$ cat src/hw/rtl/fum_pkg.sv
// Shared types and constants for the unsigned remainder block.
// No dependencies; imported by every RTL module of the block.
`default_nettype none

package fum_pkg;

    localparam int DATA_W   = 32;
    localparam int IN_W     = 2 * DATA_W;
    localparam int CNT_W    = $clog2(DATA_W);

    // Path chosen for one transaction
    typedef enum logic [1:0] {
        PATH_FAST = 2'd0,
        PATH_FOLD = 2'd1,
        PATH_DIV  = 2'd2
    } path_t;

    // Sequencer states
    typedef enum logic [3:0] {
        ST_IDLE  = 4'b0001,
        ST_DIV   = 4'b0010,
        ST_FOLD  = 4'b0100,
        ST_WRITE = 4'b1000
    } state_t;

    // Commands from sequencer to datapath
    typedef struct packed {
        logic load;
        logic div_step;
        logic fold_step;
        logic out_load;
    } cmd_t;

    // Status from datapath to sequencer
    typedef struct packed {
        path_t path;
        logic  fold_done;
    } stat_t;

endpackage

`default_nettype wire

$ cat src/hw/rtl/fast_unsigned_modulo_top.sv
// Unsigned 32-bit remainder with fast paths for zero dividend, power-of-two
// divisors and divisors of the form 2^s-1.
//
// Usage:
//   Slave channel s_* carries one transaction per operand pair; master
//   channel m_* returns one remainder per transaction, in order.
//   A zero divisor returns the dividend unchanged.
//   Work per path before the result moves to the output register:
//     zero dividend or power-of-two/zero divisor: masked result, no iteration
//     divisor 2^s-1: digit folds until the value is at most the divisor
//     any other divisor: 32 restoring steps on the shared adder
//   The block takes a new transaction only once the last one is handed off;
//   the shared adder and sequencer work on one operand pair at a time and
//   s_tready is low until the result moves to the output register.
//   The output register lets a new transaction enter while the previous
//   result waits; if m_tready stays low, the next result holds in the
//   datapath and s_tready stays low.
//   Reset (rst_n low) returns the sequencer to idle and drops m_tvalid.
// Depends on fum_pkg, fum_dpath and fum_ctrl.
`default_nettype none

module fast_unsigned_modulo_top (
    input  wire                              clk,
    input  wire                              rst_n,
    input  wire                              s_tvalid,
    output logic                             s_tready,
    input  wire logic [fum_pkg::IN_W-1:0]    s_tdata,   // [31:0] dividend, [63:32] divisor
    output logic                             m_tvalid,
    input  wire                              m_tready,
    output logic [fum_pkg::DATA_W-1:0]       m_tdata    // [31:0] remainder
);
    import fum_pkg::*;

    cmd_t              cmd;
    stat_t             stat;
    logic [DATA_W-1:0] rem;
    logic              m_tvalid_reg;
    logic [DATA_W-1:0] m_tdata_reg;
    logic              out_free;

    assign out_free = !m_tvalid_reg || m_tready;

    fum_ctrl u_ctrl (
        .clk      (clk),
        .rst_n    (rst_n),
        .in_valid (s_tvalid),
        .in_ready (s_tready),
        .out_free (out_free),
        .stat     (stat),
        .cmd      (cmd)
    );

    fum_dpath u_dpath (
        .clk     (clk),
        .cmd     (cmd),
        .in_data (s_tdata),
        .stat    (stat),
        .rem     (rem)
    );

    // Output register valid: set on hand-off, drop when the receiver takes it
    always_ff @(posedge clk or negedge rst_n)
    begin
        if (!rst_n)
        begin
            m_tvalid_reg <= 1'b0;
        end
        else if (cmd.out_load)
        begin
            m_tvalid_reg <= 1'b1;
        end
        else if (m_tready)
        begin
            m_tvalid_reg <= 1'b0;
        end
    end

    // Output register payload
    always_ff @(posedge clk)
    begin
        if (cmd.out_load)
        begin
            m_tdata_reg <= rem;
        end
    end

    assign m_tvalid = m_tvalid_reg;
    assign m_tdata  = m_tdata_reg;

endmodule

`default_nettype wire

$ cat src/hw/rtl/fum_dpath.sv
// Datapath: operand registers and one shared 34-bit adder used for
// restoring remainder steps and for digit folding. Depends on fum_pkg.
`default_nettype none

module fum_dpath (
    input  wire                              clk,
    input  fum_pkg::cmd_t                    cmd,
    input  wire logic [fum_pkg::IN_W-1:0]    in_data,
    output fum_pkg::stat_t                   stat,
    output logic [fum_pkg::DATA_W-1:0]       rem
);
    import fum_pkg::*;

    logic [DATA_W-1:0] num_in;
    logic [DATA_W-1:0] den_in;
    logic [DATA_W-1:0] den_m1;
    logic [DATA_W-1:0] den_p1;
    logic [DATA_W-1:0] fast_res;
    logic              pow2_or_zero;
    logic              mersenne;
    path_t             path;

    logic [DATA_W-1:0] rem_reg;
    logic [DATA_W-1:0] num_reg;
    logic [DATA_W-1:0] den_reg;
    logic [CNT_W-1:0]  shamt_reg;

    logic [DATA_W+1:0] add_a;
    logic [DATA_W+1:0] add_b;
    logic              add_cin;
    logic [DATA_W+1:0] add_sum;
    logic              borrow;
    logic              rem_gt;
    logic              rem_eq;

    // Classify the incoming transaction
    always_comb
    begin
        num_in       = in_data[DATA_W-1:0];
        den_in       = in_data[IN_W-1:DATA_W];
        den_m1       = den_in - DATA_W'(1);
        den_p1       = den_in + DATA_W'(1);
        pow2_or_zero = ((den_in & den_m1) == '0);
        mersenne     = (den_p1 != '0) && ((den_in & den_p1) == '0);
        fast_res     = (num_in == '0) ? '0 : (num_in & den_m1);
        if ((num_in == '0) || pow2_or_zero)
        begin
            path = PATH_FAST;
        end
        else if (mersenne)
        begin
            path = PATH_FOLD;
        end
        else
        begin
            path = PATH_DIV;
        end
    end

    // Shared adder: fold adds high digits to low digits, divide subtracts divisor
    always_comb
    begin
        if (cmd.fold_step)
        begin
            add_a   = {2'b00, rem_reg >> shamt_reg};
            add_b   = {2'b00, rem_reg & den_reg};
            add_cin = 1'b0;
        end
        else
        begin
            add_a   = {1'b0, rem_reg, num_reg[DATA_W-1]};
            add_b   = ~{2'b00, den_reg};
            add_cin = 1'b1;
        end
        add_sum = add_a + add_b + {{(DATA_W+1){1'b0}}, add_cin};
        borrow  = add_sum[DATA_W+1];
    end

    assign rem_gt = (rem_reg > den_reg);
    assign rem_eq = (rem_reg == den_reg);

    // Operand and partial remainder registers
    always_ff @(posedge clk)
    begin
        if (cmd.load)
        begin
            num_reg   <= num_in;
            den_reg   <= den_in;
            shamt_reg <= CNT_W'($countones(den_in));
            case (path)
                PATH_FAST: rem_reg <= fast_res;
                PATH_FOLD: rem_reg <= num_in;
                default:   rem_reg <= '0;
            endcase
        end
        else if (cmd.div_step)
        begin
            num_reg <= {num_reg[DATA_W-2:0], 1'b0};
            if (borrow)
            begin
                rem_reg <= add_a[DATA_W-1:0];
            end
            else
            begin
                rem_reg <= add_sum[DATA_W-1:0];
            end
        end
        else if (cmd.fold_step)
        begin
            if (rem_gt)
            begin
                rem_reg <= add_sum[DATA_W-1:0];
            end
            else if (rem_eq)
            begin
                rem_reg <= '0;
            end
        end
    end

    assign stat.path      = path;
    assign stat.fold_done = !rem_gt;
    assign rem            = rem_reg;

endmodule

`default_nettype wire

$ cat src/hw/rtl/fum_ctrl.sv
// Sequencer: steps the shared datapath through load, divide or fold
// iterations, and the hand-off to the output register. Depends on fum_pkg.
`default_nettype none

module fum_ctrl (
    input  wire            clk,
    input  wire            rst_n,
    input  wire            in_valid,
    output logic           in_ready,
    input  wire            out_free,
    input  fum_pkg::stat_t stat,
    output fum_pkg::cmd_t  cmd
);
    import fum_pkg::*;

    state_t            state_reg;
    state_t            state_next;
    logic [CNT_W-1:0]  cnt_reg;
    logic [CNT_W-1:0]  cnt_next;

    // Next state and datapath commands
    always_comb
    begin
        state_next = state_reg;
        cnt_next   = cnt_reg;
        cmd        = '0;
        in_ready   = 1'b0;
        case (state_reg)
            ST_IDLE:
            begin
                in_ready = 1'b1;
                if (in_valid)
                begin
                    cmd.load = 1'b1;
                    cnt_next = '0;
                    case (stat.path)
                        PATH_FAST: state_next = ST_WRITE;
                        PATH_FOLD: state_next = ST_FOLD;
                        default:   state_next = ST_DIV;
                    endcase
                end
            end
            ST_DIV:
            begin
                cmd.div_step = 1'b1;
                cnt_next     = cnt_reg + CNT_W'(1);
                if (cnt_reg == '1)
                begin
                    state_next = ST_WRITE;
                end
            end
            ST_FOLD:
            begin
                cmd.fold_step = 1'b1;
                if (stat.fold_done)
                begin
                    state_next = ST_WRITE;
                end
            end
            ST_WRITE:
            begin
                if (out_free)
                begin
                    cmd.out_load = 1'b1;
                    state_next   = ST_IDLE;
                end
            end
            default:
            begin
                state_next = ST_IDLE;
            end
        endcase
    end

    // State and iteration counter
    always_ff @(posedge clk or negedge rst_n)
    begin
        if (!rst_n)
        begin
            state_reg <= ST_IDLE;
            cnt_reg   <= '0;
        end
        else
        begin
            state_reg <= state_next;
            cnt_reg   <= cnt_next;
        end
    end

endmodule

`default_nettype wire

$ cat config.mk
export PLATFORM = sky130hd
export DESIGN_NAME = fast_unsigned_modulo_top
export DESIGN_NICKNAME = d
export VERILOG_FILES = /design/src/hw/rtl/fum_pkg.sv /design/src/hw/rtl/fast_unsigned_modulo_top.sv /design/src/hw/rtl/fum_dpath.sv /design/src/hw/rtl/fum_ctrl.sv
export SDC_FILE = /design/constraint.sdc
export NUM_CORES = 1
export LEC_CHECK = 0
export BUFFER_PORTS_ARGS = -buffer_cell sky130_fd_sc_hd__buf_2
export CORE_MARGIN = 2
export CORE_UTILIZATION = 50
export CTS_BUF_LIST = sky130_fd_sc_hd__clkbuf_4
export DETAILED_ROUTE_END_ITERATION = 16
export HOLD_SLACK_MARGIN = 0.06
export MAX_ROUTING_LAYER = met4
export PLACE_DENSITY_LB_ADDON = 0.25
export REMOVE_ABC_BUFFERS = 1
export SLEW_MARGIN = 10
export SYNTH_ARGS = -nofsm -noshare
export SYNTH_HDL_FRONTEND = slang
export SYNTH_SLANG_ARGS = --single-unit
export TNS_END_PERCENT = 20
$ cat constraint.sdc
create_clock -name clk -period 9.1 [get_ports clk]
set_input_delay 1.82 -clock clk [delete_from_list [all_inputs] [get_ports clk]]
set_output_delay 1.82 -clock clk [all_outputs]
set_load 0.02 [all_outputs]
==> impl_metrics.yaml, run 1 <==
final_layout:
  final_net_count: 1860
  ratio_of_cells_with_drive_above_1_in_the_final_layout_pct: 13.17
  filler_cell_count: 2622
  area_delta_synth_final_pct: 8.093
  share_of_the_core_filled_with_cells_in_the_final_layout_pct: 54.56
worst_setup_path:
  timing.reg2reg.setup_slack_ns: 2.82
  cp.required_ns: 9.58
  cp_data_arrival_time_ns: 6.81
  worst-setup-path-type: "in2reg"
  setup.worst_path.end_class: "register"
  crit_path_start_kind: "primary input"
  crit_fanout: 33
clocking:
  cts_post_setup_buffers_inserted: 0
  numCtsBuffers: 17
  clock_sinks: 143
  cts-hold-fix-buffers: 0
  cts_resized: 0
  clkLatencyLatePin_ns: 0.65
  tritoncts_clock_tree: "built"
  clockRootBuffer: "sky130_fd_sc_hd__clkbuf_4"
  clock_tree.buffer_depth: 2
  path_clk_slew_ns: 0.15
  htree_num_levels: 4
drt:
  wl_per_cell_um: 21.38
  drt_iter0_markers: 1613
  finalWirelength_um: 41850
  num_vias: 11832
  firstDrtPassIters: 5
  number_of_vias_per_cell: 6.043
  detail_route.drc_violations: 0
  final_antenna_net_count: 0
place:
  globalplace.congestion: 0.9888
  total_of_buffers_placed_on_input_and_output_ports: 101
  hpwl_um: 33010
  worst_slack_at_placement_ns: 2.220
pwr:
  powerDensity_nw_per_um2: 344.0
  peakVddDrop_uv: 261.7
  p_leak_uw: 0.006575
global_routing:
  gr-total-overflow: 0
  grtUsageTotal_pct: 30.28
  first_pass_grt_wire_length_um: 64720
  initial_antenna_violation_count: 1
  vias_in_the_first_global_route: 11111
  largest_net_degree_at_the_start_of_global_routing: 66
yosys:
  synth_top_area_share_pct: 28.64
  ys_async_sr_fraction_pct: 6.993
  synth-warning-count: 0
  postSynth.topFlopCell: "sky130_fd_sc_hd__edfxtp_1"
  synthesis.area_sq_um: 13940
  yosys.cell_types.count: 78
  post-synth-top-area-cell: "sky130_fd_sc_hd__edfxtp_1"
  synth_seq_area_share_pct: 30.44
  synthesis.area_per_instance_sq_um: 9.321
  number_of_flops_mapped_to_enable_cells_by_yosys: 133
  postSynthRegisterBits: 143
  synth_cells: 1496
  ys_top_cells_by_area: "sky130_fd_sc_hd__edfxtp_1, sky130_fd_sc_hd__ha_1, sky130_fd_sc_hd__nand2_1"
sta:
  highest_achievable_clock_rate_ghz: 0.1581
  timing.setup.tns_ns: 0
  final_hold_viol_count: 0
  drv_slew: 0
  fin_crit_sh_pct: 69.51
  report.final.setup_viol: 0
  grt_setup_unrepaired: "no"
  clock_skew_ns: 0.03311
  timing.slew.headroom_pct: 17.06
  worst_slew_pin_slew_ns: 1.239
  finalCriticalPeriod_ns: 6.325
  timing.final.ws_setup_ns: 2.775
hold_path:
  holdCritPathClass: "reg2reg"
floorplan:
  core_region_area_sq_um: 27630
  rows: 61
  fp.dieArea_sq_um: 29240
  design.portCount: 102
  fp.dieH_um: 171
  effective_utilization_at_floorplan_pct: 50.47
  die-width_um: 171
run_status:
  run_status: "complete, no violations"
job:
  max_capacitance_violation_count: 0
-- synth_stat cells, types with 10 or more instances --
library cell and instances:
sky130_fd_sc_hd__nand3_1 35, sky130_fd_sc_hd__nor4_1 26, sky130_fd_sc_hd__nand2b_1 13, sky130_fd_sc_hd__a21oi_1 68, sky130_fd_sc_hd__a31oi_1 10, sky130_fd_sc_hd__mux2i_1 23
sky130_fd_sc_hd__a211oi_1 10, sky130_fd_sc_hd__o21bai_1 17, sky130_fd_sc_hd__o21ai_0 82, sky130_fd_sc_hd__fa_1 28, sky130_fd_sc_hd__ha_1 198, sky130_fd_sc_hd__buf_1 11
sky130_fd_sc_hd__or3_1 15, sky130_fd_sc_hd__nor2_1 87, sky130_fd_sc_hd__edfxtp_1 133, sky130_fd_sc_hd__inv_1 141, sky130_fd_sc_hd__mux4_2 28, sky130_fd_sc_hd__o21a_1 11
sky130_fd_sc_hd__nor3_1 12, sky130_fd_sc_hd__a21o_1 24, sky130_fd_sc_hd__a22o_1 10, sky130_fd_sc_hd__xnor2_1 18, sky130_fd_sc_hd__nand4_1 30, sky130_fd_sc_hd__a22oi_1 13
sky130_fd_sc_hd__clkbuf_1 42, sky130_fd_sc_hd__nand2_1 224, sky130_fd_sc_hd__o211ai_1 24, sky130_fd_sc_hd__and3_1 11
-- per-stage QoR --
stage | hold WS (ns) | cell area [sq um] | cells | power, uW
after floorplan | 0.4649 | 13680 | 1432 | 3672
after global placement | 0.4864 | 14780 | 1925 | 4626
after detailed placement | 0.4989 | 14780 | 1925 | 4653
after CTS | 0.5251 | 15070 | 1957 | 5124
after global routing | 0.5468 | 15070 | 1958 | 5598
final | 0.5161 | 15070 | 1958 | 5186
-- cell type report --
class                   instances  area (sq um)  share of cell area, %
flip-flops and latches        143          4245                  28.16
multi-input cells            1146          8912                  59.13
inverters                     143         538.0                  3.569
well taps                     378         473.0                  3.138
clock inverters                14         156.4                  1.038
clock buffers                  18         135.1                 0.8965
diodes                          1         2.502                0.01660
repair buffers                115         610.6                  4.051
-- cells by family (layout without fill, tap and decap cells) --
kind of cell,after synthesis,after routing,share of synthesized area [%]
AOI/OAI and AO/OA,335,335,16.15
xor gates and xnor gates,25,25,1.570
adders and majority gates,226,226,21.79
buffers and inverters,207,290,5.778
DFF,143,143,30.44
muxes,58,58,6.738
other,0,1,0
and+or+nand+nor,502,502,17.53
-- worst max-delay path, stage by stage --
cell,delay [ns]
sky130_fd_sc_hd__buf_2,0.17
sky130_fd_sc_hd__nand3_1,0.18
sky130_fd_sc_hd__nor4_2,0.55
sky130_fd_sc_hd__nand4_1,0.23
sky130_fd_sc_hd__or3_1,0.42
sky130_fd_sc_hd__nor4_1,0.36
sky130_fd_sc_hd__and3_1,0.22
sky130_fd_sc_hd__nand3_1,0.10
sky130_fd_sc_hd__or2_1,0.24
sky130_fd_sc_hd__ha_1,0.18
sky130_fd_sc_hd__nor4_1,0.24
sky130_fd_sc_hd__nand4_1,0.11
sky130_fd_sc_hd__a211oi_1,0.37
sky130_fd_sc_hd__nor2b_2,1.06
sky130_fd_sc_hd__o21ai_0,0.29
sky130_fd_sc_hd__a22oi_1,0.24
-- final timing paths --
kind / from / to / cells after the start
setup / recovery: s_tdata[32] / u_dpath.rem[9]$_DFFE_PP_ / 16
setup reg to reg: u_dpath.shamt_reg[1]$_DFFE_PP_ / u_dpath.rem[27]$_DFFE_PP_ / 16
max in group asynchronous: rst_n / u_ctrl.state_reg[0]$_DFFE_PN1P_ / 1
min in group asynchronous: rst_n / u_ctrl.cnt_reg[3]$_DFFE_PN0P_ / 1
hold reg to reg: u_ctrl.cnt_reg[2]$_DFFE_PN0P_ / u_ctrl.cnt_reg[2]$_DFFE_PN0P_ / 1
hold / removal: u_ctrl.cnt_reg[2]$_DFFE_PN0P_ / u_ctrl.cnt_reg[2]$_DFFE_PN0P_ / 1
-- report_power, final --
part | switching, uW | leakage (uW) | internal (uW)
clock network | 285 | 0.000157 | 172
logic | 1950 | 0.00503 | 1330
registers | 343 | 0.00139 | 1100
total | 2580 | 0.00657 | 2600
-- cell usage in the layout (no fill, tap or decap), types with 17 or more instances in the layout --
cell type                  netlist  routed
sky130_fd_sc_hd__nor2_1         87      86
sky130_fd_sc_hd__edfxtp_1      133     133
sky130_fd_sc_hd__mux4_2         28      28
sky130_fd_sc_hd__inv_1         141     139
sky130_fd_sc_hd__mux2i_1        23      23
sky130_fd_sc_hd__ha_1          198     198
sky130_fd_sc_hd__o211ai_1       24      24
sky130_fd_sc_hd__nand2_1       224     224
sky130_fd_sc_hd__nand3_1        35      35
sky130_fd_sc_hd__a21oi_1        68      68
sky130_fd_sc_hd__nand4_1        30      30
sky130_fd_sc_hd__xnor2_1        18      18
sky130_fd_sc_hd__buf_2           8     101
sky130_fd_sc_hd__nor4_1         26      26
sky130_fd_sc_hd__a21o_1         24      24
sky130_fd_sc_hd__o21bai_1       17      17
sky130_fd_sc_hd__fa_1           28      28
sky130_fd_sc_hd__o21ai_0        82      81
sky130_fd_sc_hd__clkbuf_4        0      18
-- layer usage --
layer / GRT usage (%) / part of all wire, %
met1: 42.11 / 45
met2: 44.72 / 44
met3: 5.529 / 8.0
met4: 9.875 / 3.0
met5: - / 0
(Power assumes the default switching activity.)
==> run 2, diff against run 1 <==
Clock period 9.1 ns to 5.24 ns, I/O delays scaled along.
==> impl_metrics.yaml, run 2 (synthesis gave the netlist of run 1 again) <==
sta:
  final.hold.worst_slack_ns: 0.2533
  highest_achievable_clock_rate_ghz: 0.1953
  report.final.setup_viol: 0
  drv_slew: 0
  final_hold_viol_count: 0
  clock_skew_ns: 0.03448
  finalCriticalPeriod_ns: 5.120
  worst_slew_pin_slew_ns: 1.273
  timing.slew.headroom_pct: 15.14
  fin_crit_sh_pct: 97.70
  timing.setup.tns_ns: 0
global_routing:
  vias_in_the_first_global_route: 12000
  largest_net_degree_at_the_start_of_global_routing: 62
  grtUsageTotal_pct: 31.71
  initial_antenna_violation_count: 1
  groute.layer.met1.usage_pct: 43.85
  gr-max-usage-layer: "met2"
  first_pass_grt_wire_length_um: 68170
  globalRouteMet2Util_pct: 49.05
  grt_use_met3_pct: 3.863
  gr-total-overflow: 0
hold_path:
  holdCritPathClass: "in2async"
final_layout:
  multi_input_comb_area_sq_um: 8959
  filler_cell_count: 2474
  area_delta_synth_final_pct: 17.35
  layout.cells.most_common_list: "sky130_fd_sc_hd__nand2_1, sky130_fd_sc_hd__ha_1, sky130_fd_sc_hd__buf_4, sky130_fd_sc_hd__inv_1, sky130_fd_sc_hd__edfxtp_1"
  layout.cells.most_common: "sky130_fd_sc_hd__nand2_1"
  ratio_of_cells_with_drive_above_1_in_the_final_layout_pct: 21.16
  final_net_count: 2011
  share_of_the_core_filled_with_cells_in_the_final_layout_pct: 59.23
  register_area_sq_um: 4245
drt:
  detail_route.drc_violations: 0
  drt_iter0_markers: 1491
  num_vias: 12658
  number_of_vias_per_cell: 6.002
  final_antenna_net_count: 0
  finalWirelength_um: 44560
  firstDrtPassIters: 6
  wl_per_cell_um: 21.13
clocking:
  tritoncts_clock_tree: "built"
  numCtsBuffers: 17
  clkLatencyLatePin_ns: 0.63
  htree_num_levels: 4
  clock_sinks: 143
  path_clk_slew_ns: 0.16
  clock_tree.buffer_depth: 2
  clockRootBuffer: "sky130_fd_sc_hd__clkbuf_4"
worst_setup_path:
  timing.critical_path.slowest_stage_cell: "sky130_fd_sc_hd__mux4_2"
  worst-setup-path-type: "reg2reg"
  path_buf_inv: 8
  timing.reg2reg.setup_slack_ns: 0.12
  cp_data_arrival_time_ns: 5.49
  crit_path_start_kind: "register"
  cp.required_ns: 5.61
  crit_fanout: 12
  setup.worst_path.end_class: "register"
  worst_path_largest_cell_delay_ns: 0.53
  path_delay_family: "compound AO/OA/AOI/OAI gates"
  crit_path_frequent_cell: "sky130_fd_sc_hd__buf_4"
  sequence_of_cells_on_the_critical_path: "buf_12 -> buf_4 -> mux4_2 -> mux2i_1 -> mux2i_1 -> a221oi_1 -> o22a_1 -> inv_1 -> ha_1 -> nor2b_1 -> o31a_1 -> a311oi_4 -> buf_4 -> o221a_4 -> o311ai_4 -> buf_4 -> nor3_4 -> buf_4 -> buf_12 -> buf_4 -> a32oi_1 -> o21ai_1"
pwr:
  netSwitchingPower_uw: 4729
  peakVddDrop_uv: 339.7
  powerDensity_nw_per_um2: 605.0
  p_leak_uw: 0.007346
  proportion_of_power_drawn_by_flip_flops_and_latches_pct: 23.1
  power_switching_share_pct: 47.77
  cell_internal_pwr_uw: 5171
  power_frac_clock_pct: 7.7
  comb_power_share_pct: 69.2
floorplan:
  rows: 61
  fp.dieArea_sq_um: 29240
  fp.dieH_um: 171
  core_region_area_sq_um: 27630
  die-width_um: 171
  effective_utilization_at_floorplan_pct: 50.47
  design.portCount: 102
place:
  globalplace.congestion: 0.9932
  hpwl_um: 35290
  total_of_buffers_placed_on_input_and_output_ports: 101
job:
  max_capacitance_violation_count: 0
run_status:
  run_status: "complete, no violations"
run 2: cell count changes in the layout (fill, tap and decap cells not counted), moves of 2 or more:
cell and change:
sky130_fd_sc_hd__buf_4 +141, sky130_fd_sc_hd__buf_12 +8, sky130_fd_sc_hd__o21ai_0 -5, sky130_fd_sc_hd__o21ai_1 +5, sky130_fd_sc_hd__clkinv_2 -3, sky130_fd_sc_hd__inv_8 +2
run 2: final cells by class:
class	count	share of cell area, %
Multi-Input combinational cell	1146	54.74
Sequential cell	143	25.94
Timing Repair Buffer	266	11.40
Inverter	143	3.288
Tap cell	378	2.890
Clock inverter	15	0.9404
Clock buffer	17	0.7799
Antenna cell	1	0.01529
run 2: per-layer routing:
metal	vias to the layer above	wire length [um]
met5	-	0
met4	0	1171
met3	82	3437
met2	577	20390
met1	6073	19560
li1	5926	-
run 2: power groups by stage:
stage          clock (uW)  combinational (uW)  sequential, uW
3_5_place_dp            0                6610            2290
6_report              762                6850            2290
4_1_cts               771                6660            2260
2_1_floorplan           0                4030            2350
5_1_grt               802                7490            2310
3_3_place_gp            0                6540            2280
run 2: timing repair:
item                                    in CTS  in global routing
endpoints found under the setup margin       0                 30
hold buffers                                 0                  0
gates resized for setup                      0                 15
setup buffers                                0                  4
run 2: path summary, 6_finish.rpt:
check                                                from                         endpoint  cells past startpoint
max                        u_dpath.shamt_reg[0]$_DFFE_PP_        u_dpath.rem[30]$_DFFE_PP_                     22
min                                                 rst_n  u_ctrl.state_reg[3]$_DFFE_PN0P_                      1
max reg2reg                u_dpath.shamt_reg[0]$_DFFE_PP_        u_dpath.rem[30]$_DFFE_PP_                     22
min reg2reg                 u_ctrl.cnt_reg[2]$_DFFE_PN0P_    u_ctrl.cnt_reg[2]$_DFFE_PN0P_                      1
max in group asynchronous                           rst_n  u_ctrl.state_reg[0]$_DFFE_PN1P_                      1
min in group clk            u_ctrl.cnt_reg[2]$_DFFE_PN0P_    u_ctrl.cnt_reg[2]$_DFFE_PN0P_                      1
run 2: metrics by stage:
step           cells  setup WS, ns  power, uW  cell area [sq um]
2_1_floorplan   1432        -1.492       6377              13680
3_3_place_gp    2071       -0.3747       8825              15980
3_5_place_dp    2071       -0.3933       8902              15980
4_1_cts         2103       0.05422       9696              16260
5_1_grt         2109     -0.002622      10610              16360
6_report        2109        0.1204       9900              16360
